`src/hdl/thnl_pkg.sv`:
```
// ----------------------------------------------------------------------------
// thnl_pkg
// Shared command codes and field widths for the timestamped history block.
// ----------------------------------------------------------------------------
package thnl_pkg;

  // field widths
  localparam int CMD_W   = 2;
  localparam int STAMP_W = 32;
  localparam int CFG_W   = 5;

  // command codes
  localparam logic [CMD_W-1:0] CMD_PUSH    = 2'd0;
  localparam logic [CMD_W-1:0] CMD_LATEST  = 2'd1;
  localparam logic [CMD_W-1:0] CMD_CLOSEST = 2'd2;

endpackage

```
`src/hdl/timestamped_history_nearest_lookup.sv`:
```
// ----------------------------------------------------------------------------
// timestamped_history_nearest_lookup
// Bounded ring history of (stamp, payload) records with newest-record and
// nearest-stamp lookups, held in two synchronous memories, each with one
// write port and one registered read port.
// ----------------------------------------------------------------------------
//
//  channel   signals                               handshake
//  -------   -----------------------------------   --------------------------
//  command   command, stamp, payload               start high while busy low
//  result    found, stamp_out, payload_out         done, one cycle, no stall
//  config    capacity_wdata                        capacity_we, no wait
//
//  push, query on an empty history, unknown command: result the next cycle,
//    busy stays low
//  latest: one memory read into rd_stamp/rd_payload, then the result registers; busy in S_LATEST
//  closest: the scan reads one entry per cycle from the oldest record and
//    ends at the first stamp at or above the query or at the newest record
//  rst is synchronous; the memories are not cleared, only held entries are read
//  results cannot be held off; done marks each one for exactly one cycle
//
module timestamped_history_nearest_lookup #(
  parameter int DEPTH         = 16,
  parameter int PAYLOAD_WIDTH = 32
) (
  input  logic                          clk,
  input  logic                          rst,
  // configuration
  input  logic                          capacity_we,
  input  logic [thnl_pkg::CFG_W-1:0]    capacity_wdata,
  // command
  input  logic                          start,
  output logic                          busy,
  input  logic [thnl_pkg::CMD_W-1:0]    command,
  input  logic [thnl_pkg::STAMP_W-1:0]  stamp,
  input  logic [PAYLOAD_WIDTH-1:0]      payload,
  // result
  output logic                          done,
  output logic                          found,
  output logic [thnl_pkg::STAMP_W-1:0]  stamp_out,
  output logic [PAYLOAD_WIDTH-1:0]      payload_out
);

  localparam int SLOT_W = (DEPTH > 1) ? $clog2(DEPTH) : 1;
  localparam int CNT_W  = $clog2(DEPTH + 1);
  localparam int SUM_W  = CNT_W + 1;

  localparam logic [1:0] S_IDLE   = 2'd0;
  localparam logic [1:0] S_LATEST = 2'd1;
  localparam logic [1:0] S_SCAN   = 2'd2;

  // ring index wrap, sum stays below twice the depth
  function automatic logic [SLOT_W-1:0] wrap_slot(input logic [SUM_W-1:0] sum);
    logic [SUM_W-1:0] r;
    r = (sum >= SUM_W'(DEPTH)) ? sum - SUM_W'(DEPTH) : sum;
    return r[SLOT_W-1:0];
  endfunction

  function automatic logic [SLOT_W-1:0] next_slot(input logic [SLOT_W-1:0] s);
    return (s == SLOT_W'(DEPTH - 1)) ? '0 : s + 1'b1;
  endfunction

  // record memories
  logic [thnl_pkg::STAMP_W-1:0] stamp_mem   [DEPTH];
  logic [PAYLOAD_WIDTH-1:0]     payload_mem [DEPTH];

  logic [1:0]                   state;
  logic [SLOT_W-1:0]            oldest_slot;
  logic [CNT_W-1:0]             record_count;
  logic [CNT_W-1:0]             capacity;
  logic [thnl_pkg::STAMP_W-1:0] query_stamp;
  logic [SLOT_W-1:0]            scan_slot;
  logic [CNT_W-1:0]             scan_age;
  logic [thnl_pkg::STAMP_W-1:0] prev_stamp;
  logic [PAYLOAD_WIDTH-1:0]     prev_payload;
  logic [thnl_pkg::STAMP_W-1:0] prev_dist;
  logic [thnl_pkg::STAMP_W-1:0] rd_stamp;
  logic [PAYLOAD_WIDTH-1:0]     rd_payload;

  logic                         accept;
  logic                         has_room;
  logic [SLOT_W-1:0]            push_slot;
  logic [SLOT_W-1:0]            latest_slot;
  logic [SLOT_W-1:0]            scan_slot_next;
  logic [SLOT_W-1:0]            rd_addr;
  logic [thnl_pkg::STAMP_W-1:0] here_dist;
  logic                         here_hit;
  logic                         scan_last;
  logic [CNT_W-1:0]             cap_next;
  logic [31:0]                  cap_wide;

  assign busy   = (state != S_IDLE);
  assign accept = start && !busy;

  // slot arithmetic
  assign has_room       = (record_count < capacity);
  assign push_slot      = wrap_slot(SUM_W'(oldest_slot)
                                    + SUM_W'(has_room ? record_count : capacity));
  assign latest_slot    = wrap_slot(SUM_W'(oldest_slot) + SUM_W'(record_count - 1'b1));
  assign scan_slot_next = next_slot(scan_slot);

  // scan compare against the query stamp
  assign here_hit  = (rd_stamp >= query_stamp);
  assign here_dist = rd_stamp - query_stamp;
  assign scan_last = (scan_age == record_count - 1'b1);

  // capacity write value, zero becomes one, saturated to the depth
  assign cap_wide = {{(32 - thnl_pkg::CFG_W){1'b0}}, capacity_wdata};
  always_comb begin
    if (capacity_wdata == '0) begin
      cap_next = CNT_W'(1);
    end else if (cap_wide > 32'(DEPTH)) begin
      cap_next = CNT_W'(DEPTH);
    end else begin
      cap_next = cap_wide[CNT_W-1:0];
    end
  end

  // read address select
  always_comb begin
    if (state == S_SCAN) begin
      rd_addr = scan_slot_next;
    end else if (command == thnl_pkg::CMD_LATEST) begin
      rd_addr = latest_slot;
    end else begin
      rd_addr = oldest_slot;
    end
  end

  // memory write and registered read
  always_ff @(posedge clk) begin
    if (accept && command == thnl_pkg::CMD_PUSH) begin
      stamp_mem[push_slot]   <= stamp;
      payload_mem[push_slot] <= payload;
    end
    rd_stamp   <= stamp_mem[rd_addr];
    rd_payload <= payload_mem[rd_addr];
  end

  // control and result
  always_ff @(posedge clk) begin
    if (rst) begin
      state        <= S_IDLE;
      oldest_slot  <= '0;
      record_count <= '0;
      capacity     <= CNT_W'(DEPTH);
      done         <= 1'b0;
      found        <= 1'b0;
      stamp_out    <= '0;
      payload_out  <= '0;
    end else begin
      done <= 1'b0;
      if (capacity_we && record_count == '0) begin
        capacity <= cap_next;
      end
      unique case (state)
        S_IDLE: begin
          if (accept) begin
            query_stamp <= stamp;
            scan_slot   <= oldest_slot;
            scan_age    <= '0;
            case (command) inside
              thnl_pkg::CMD_PUSH: begin
                if (has_room) begin
                  record_count <= record_count + 1'b1;
                end else begin
                  oldest_slot <= next_slot(oldest_slot);
                end
                done        <= 1'b1;
                found       <= 1'b1;
                stamp_out   <= stamp;
                payload_out <= payload;
              end
              thnl_pkg::CMD_LATEST, thnl_pkg::CMD_CLOSEST: begin
                if (record_count == '0) begin
                  done        <= 1'b1;
                  found       <= 1'b0;
                  stamp_out   <= '0;
                  payload_out <= '0;
                end else begin
                  state <= (command == thnl_pkg::CMD_LATEST) ? S_LATEST : S_SCAN;
                end
              end
              default: begin
                done        <= 1'b1;
                found       <= 1'b0;
                stamp_out   <= '0;
                payload_out <= '0;
              end
            endcase
          end
        end
        S_LATEST: begin
          state       <= S_IDLE;
          done        <= 1'b1;
          found       <= 1'b1;
          stamp_out   <= rd_stamp;
          payload_out <= rd_payload;
        end
        S_SCAN: begin
          if (here_hit) begin
            // first qualifying record, pick the nearer of it and its predecessor
            state <= S_IDLE;
            done  <= 1'b1;
            found <= 1'b1;
            if (scan_age != '0 && !(here_dist < prev_dist)) begin
              stamp_out   <= prev_stamp;
              payload_out <= prev_payload;
            end else begin
              stamp_out   <= rd_stamp;
              payload_out <= rd_payload;
            end
          end else if (scan_last) begin
            state       <= S_IDLE;
            done        <= 1'b1;
            found       <= 1'b0;
            stamp_out   <= '0;
            payload_out <= '0;
          end else begin
            prev_stamp   <= rd_stamp;
            prev_payload <= rd_payload;
            prev_dist    <= query_stamp - rd_stamp;
            scan_slot    <= scan_slot_next;
            scan_age     <= scan_age + 1'b1;
          end
        end
        default: begin
          state <= S_IDLE;
        end
      endcase
    end
  end

endmodule

```
`config.mk`:
```
export PLATFORM = sky130hd
export DESIGN_NAME = timestamped_history_nearest_lookup
export DESIGN_NICKNAME = d
export VERILOG_FILES = /design/src/hdl/thnl_pkg.sv /design/src/hdl/timestamped_history_nearest_lookup.sv
export SDC_FILE = /design/constraint.sdc
export NUM_CORES = 2
export LEC_CHECK = 0
export BUFFER_PORTS_ARGS = -buffer_cell sky130_fd_sc_hd__buf_2
export CORE_ASPECT_RATIO = 0.8
export CORE_MARGIN = 8
export CORE_UTILIZATION = 45
export DETAILED_ROUTE_END_ITERATION = 12
export PLACE_DENSITY_LB_ADDON = 0.15
export SKIP_LAST_GASP = 1
export SLEW_MARGIN = 15
export SYNTH_ARGS = -nofsm -noshare
export SYNTH_HDL_FRONTEND = slang
export SYNTH_SLANG_ARGS = --single-unit
```
`constraint.sdc`:
```
create_clock -name clk -period 8.65 [get_ports clk]
set_input_delay 0.4325 -clock clk [delete_from_list [all_inputs] [get_ports clk]]
set_output_delay 0.4325 -clock clk [all_outputs]
set_load 0.005 [all_outputs]
```
# Word level (Yosys, flattened, before mapping)

Memory sizes are Yosys's and may differ from the RTL's. A register that Yosys moved wholly into a read port is not among the register bits.
Index checks and enable logic that the tools add are counted.
W data, S select, Z words.

Mux-type cells: 54
Equality and inequality tests: 15
Bitwise logic cells: 4
Reduce and logical (&&, ||, !) cells: 22
Order comparisons: 6
Add/subtract/negate cells: 12

Operators by type and width:

| operator              | number |
|---|---|
| $mux W32              | 11 |
| $pmux W32 S3          | 2 |
| $sub A32 B32 Y32      | 2 |
| $mux W4               | 9 |
| $ge A32 B32 Y1        | 1 |
| $lt A32 B32 Y1        | 1 |
| $mux W5               | 6 |
| $reduce_and A4 Y1     | 4 |
| $mux W1               | 14 |
| $mux W2               | 7 |
| $ge A6 B5 Y1 const B  | 2 |
| $add A5 B1 Y5 const B | 2 |
| $logic_not A5 Y1      | 2 |
| $ne A2 B2 Y1 const B  | 5 |
| $pmux W5 S2           | 1 |
| $reduce_and A5 Y1     | 2 |
| $add A4 B1 Y4 const B | 2 |
| $eq A4 B4 Y1 const B  | 2 |
| $pmux W4 S2           | 1 |
| $sub A4 B1 Y4 const B | 2 |
| $add A4 B5 Y6         | 1 |
| $add A4 B6 Y6         | 1 |
| $pmux W1 S3           | 2 |
| $sub A5 B1 Y6 const B | 1 |
| 19 further kinds      | 30 |

Memories: 2
Input port bits: 75
Register bits: 219
Bits in writable memories: 1024

Memory list:

| name        | depth | width | rd ports | clocked after Yosys merged registers in | write ports | line                                     | source |
|---|---|---|---|---|---|---|---|
| payload_mem | 16    | 32    | 1        | 1                                       | 1           | timestamped_history_nearest_lookup.sv:65 | `logic [PAYLOAD_WIDTH-1:0] payload_mem [DEPTH];` |
| stamp_mem   | 16    | 32    | 1        | 1                                       | 1           | timestamped_history_nearest_lookup.sv:64 | `logic [thnl_pkg::STAMP_W-1:0] stamp_mem [DEPTH];` |

# Depth between registers and ports, before layout

Depth in word-level cells: 7
Gate-level depth with buffers: 23
Depth with buffers taken out: 21

# Least setup slack after synthesis

Ideal clock, no wire load.

Kind: reg2reg
Start point: reg rd_stamp[0] in the netlist's numbering (read register of stamp_mem)
End point: reg prev_dist[0] in the netlist's numbering (enable)
Data required time: 8.098 ns
Path slack: 1.818 ns
Arrival time: 6.280 ns
Stages on the path, launching flop included: 12
Cells stage by stage: dfxtp_1 > inv_1 > ha_1 > inv_1 > fa_1 > a211o_1 > a2111oi_4 > nor3_1 > nor4_2 > o21a_1 > nand3_1 > nor2_1

Word-level cells in the longest chain between the ends: 3

RTL lines:

| element                            | line                                      | source |
|---|---|---|
| start: declaration                 | timestamped_history_nearest_lookup.sv:77  | `logic [thnl_pkg::STAMP_W-1:0] rd_stamp;` |
| $ge A32 B32 Y1                     | timestamped_history_nearest_lookup.sv:103 | `assign here_hit = (rd_stamp >= query_stamp);` |
| $not A1 Y1 (no source line)        | n/a                                       |  |
| $reduce_and A4 Y1 (no source line) | n/a                                       |  |
| end signal: assignment             | timestamped_history_nearest_lookup.sv:222 | `prev_dist <= query_stamp - rd_stamp;` |
| end: declaration                   | timestamped_history_nearest_lookup.sv:76  | `logic [thnl_pkg::STAMP_W-1:0] prev_dist;` |

No other way between the ends.
A chain may end at the register's enable or synchronous reset.

# Worst setup path in the final report

Start point: reg rd_stamp[0] in the netlist's numbering (read register of stamp_mem)
End point: reg payload_out[28]

Word-level cells in the longest chain between the ends: 7
Elaborated cells on any way between the ends: 10

RTL lines:

| element                | line                                      | source |
|---|---|---|
| $sub A32 B32 Y32       | timestamped_history_nearest_lookup.sv:104 | `assign here_dist = rd_stamp - query_stamp;` |
| $lt A32 B32 Y1         | timestamped_history_nearest_lookup.sv:206 | `if (scan_age != '0 && !(here_dist < prev_dist)) begin` |
| $logic_not A1 Y1       | timestamped_history_nearest_lookup.sv:206 |  |
| $logic_and A1 B1 Y1    | timestamped_history_nearest_lookup.sv:206 |  |
| $mux W32               | timestamped_history_nearest_lookup.sv:206 |  |
| $mux W32               | timestamped_history_nearest_lookup.sv:201 | `if (here_hit) begin` |
| $pmux W32 S3           | timestamped_history_nearest_lookup.sv:156 | `unique case (state)` |
| end signal: assignment | timestamped_history_nearest_lookup.sv:198 | `payload_out <= rd_payload;` |
| end signal: assignment | timestamped_history_nearest_lookup.sv:208 | `payload_out <= prev_payload;` |
| end signal: assignment | timestamped_history_nearest_lookup.sv:211 | `payload_out <= rd_payload;` |
| end: declaration       | timestamped_history_nearest_lookup.sv:41  | `output logic [PAYLOAD_WIDTH-1:0] payload_out` |

Parallel ways exist; a longest one is shown, timed or not.

==> qor.yml <==
status: "complete, no violations"
leakagePower_nw: 21.0
cts_max_path_buffers: 3
skew_ns: 0.0397
ir_worst_vdd_v: 0.000204
synthDistinctLibCells: 67
fmax_mhz: 157
cts.sink_count: 1307
cts_tree: "done"
hpwlAfterDp_um: 79200
fillers: 10400
end_kind: "register"
num_rows: 115
rsz0062_at_grt: "false"
start_kind: "register"
final.period_utilization_pct: 73.5
power_density_mw_per_mm2: 237
synth_edf_count: 1161
syn-num-nets: 4396
final_max_slew_viol_count: 0
crit_type: "register to register"
cts-root-buf: "clkbuf_16"
fp.dieH_um: 329
multi_input_area_sq_mm: 0.0159
seqCellArea_sq_mm: 0.0378
synthTopCellsByCount: "edfxtp_1, nand2_1, a211oi_1"
via_per_inst: 5.76
netlist_top_cells_area: "edfxtp_1, a211oi_1, dfxtp_1, nand2_1, and2_1"
htreeDepth: 4
place_congestion: 0.889
overflow: 0
layout-drive-gt1-share_pct: 11.0
drtIter0Drc: 3247
hold_viol_final: 0
synth_top_cell_by_area: "edfxtp_1"
worst_pin_slew_ns: 1.12
areaGrowthSynthToFinish_pct: 12.3
grt_pass1_wl_um: 217000
reg2reg_from: "rd_stamp[0]"
via_count: 34600
max_cap_viol_count: 0
setup_tns_ns: 0
clkTransAtPathRegs_ns: 0.06
hold_depth: 1
ant_nets: 0
worstSkewPairLatency_ns: 0.78
min_from: "payload[23]"
cts_buffers: 134
grt_pass1_vias: 33200
grt_max_degree: 197
setup_viol: 0
cts_resized: 0
ys_seq_area_share_pct: 68.6
io_pins: 142
synth_top_area_share_pct: 63.3
coreArea_sq_mm: 0.122
slew_headroom_pct: 25.0
avgRoutedWirePerCell_um: 24.3
reg2reg_depth: 20
die_width_um: 407
total_power_w: 0.0147
r2r_slack_ns: 2.29
cp.required_ns: 9.31
yosysWarnings: 0
holdPathEnd: "payload_mem[8][23]"
fin_area_sq_mm: 0.0619
drc: 0
ys_ff_latch: 1307
drt_wl_total_um: 146000
ys.flop_type: "edfxtp_1"
antenna_found_initial: 15
synth_area_sq_mm: 0.0551
nNetsFinal: 4448
yosysMostFrequentCell: "edfxtp_1"
period_needed_ns: 6.36
critPathMaxFanout: 64
dr.pass1.iters: 6
hp-class: "input port to register"
syn_inst: 4199
synth-async-reset-ratio_pct: 0
initial_core_util_pct: 45.1
rr_endpoint: "payload_out[28]"
portBuffers: 141
grt_usage_pct: 21.1
cp.arrival_ns: 7.02
dpl_cell_area_sq_mm: 0.0575
die_area_sq_mm: 0.134
syn_area_per_cell_sq_um: 13.1
worst max-delay path: stages, from the launching register on:
cell       delay (ns)
dfxtp_1          0.34
inv_1            0.06
ha_1             0.15
inv_1            0.06
fa_1             0.42
a211o_1          0.33
a2111oi_4        0.38
o31ai_1          0.11
a21oi_1          0.35
o21ai_0          0.24
a21oi_1          0.47
o21ai_0          0.18
xor2_1           0.17
ha_1             0.30
and4_1           0.19
a221oi_1         0.34
nand3_1          0.10
o21ai_0          0.47
a32o_4           1.04
nand2_1          0.14
a211oi_1         0.29
power breakdown:
part / internal [W] / switching (W)
Combinational: 0.000648 / 0.00121
Clock: 0.00323 / 0.00247
Sequential: 0.00703 / 0.000108
layout by cell type, fill, tap and decap left out, types with 13 or more instances in the layout:
cell	n
a211oi_1	391
a21o_1	42
a21oi_1	217
a221oi_1	19
a221oi_2	50
a311oi_1	130
a31oi_1	130
and2_1	257
buf_2	140
buf_4	51
clkbuf_1	46
clkbuf_16	139
clkbuf_8	17
clkinv_2	17
dfxtp_1	146
edfxtp_1	1161
ha_1	118
inv_1	137
nand2_1	639
nand3_1	15
nand4_1	23
nor2_1	134
nor2_4	16
nor3_1	14
o21a_1	13
o21ai_0	51
o21bai_1	22
xnor2_1	43
xor2_1	34
final cells by class:
type | instances | share of cell area, %
diodes | 4 | 0.0162
clock buffers | 202 | 6.28
clock inverters | 47 | 0.744
inverters | 137 | 0.831
multi-input cells | 2466 | 25.6
flip-flops and latches | 1307 | 61.1
well taps | 1638 | 3.31
repair buffers | 205 | 2.14
worst max-delay path by stage:
stage | startpoint | endpoint | cells after the start
final | rd_stamp[0] | payload_out[28] | 20
after global routing | rd_stamp[0] | payload_out[2] | 20
after CTS | rd_stamp[0] | payload_out[28] | 20
after detailed placement | rd_stamp[0] | payload_out[29] | 20
after global placement | rd_stamp[0] | stamp_out[1] | 20
after floorplan | rd_stamp[0] | prev_dist[0] | 11
stage by stage:
stage	setup WS, ns	cells	utilization (%)	hold WS, ns
finish	2.29	6006	50.7	0.0569
global route	1.83	6003	50.7	0.0359
CTS	2.31	6002	50.7	0.00000105
detailed placement	2.34	5749	47.1	0.418
global placement	2.54	5749	47.1	0.417
floorplan	1.82	4199	-	0.408
logic make-up (layout without fill, tap and decap cells):
group           count (synthesis)  after routing  share of synthesized area (%)
xor+xnor                       78             78                           1.24
other cells                     0              4                              0
flops                        1307           1307                           68.6
fa+ha+maj                     122            122                           2.82
simple gates                 1153           1153                           9.51
compound gates               1107           1107                           14.7
buf+inv                       426            591                           3.06
mux                             6              6                          0.114
layer usage:
metal | vias up | GRT usage, % | part of all wire, %
li1 | 16000 | - | -
met1 | 17500 | 31.1 | 47
met2 | 941 | 32.6 | 45
met3 | 212 | 3.29 | 5.9
met4 | 2 | 5.70 | 2.1
met5 | - | 0 | 0.0089
timing repair:
item,CTS,global route
hold buffers,4,0
setup buffers,0,0
endpoints found under the hold margin,10,0
flip-flops by register name (all words and copies together) (netlist names), 32 cells and up:
name / count
rd_stamp: 32
payload_out: 32
prev_payload: 32
stamp_mem: 512
prev_stamp: 32
prev_dist: 32
rd_payload: 32
payload_mem: 512
stamp_out: 32
query_stamp: 32
Power figures use the tool's default switching activity.
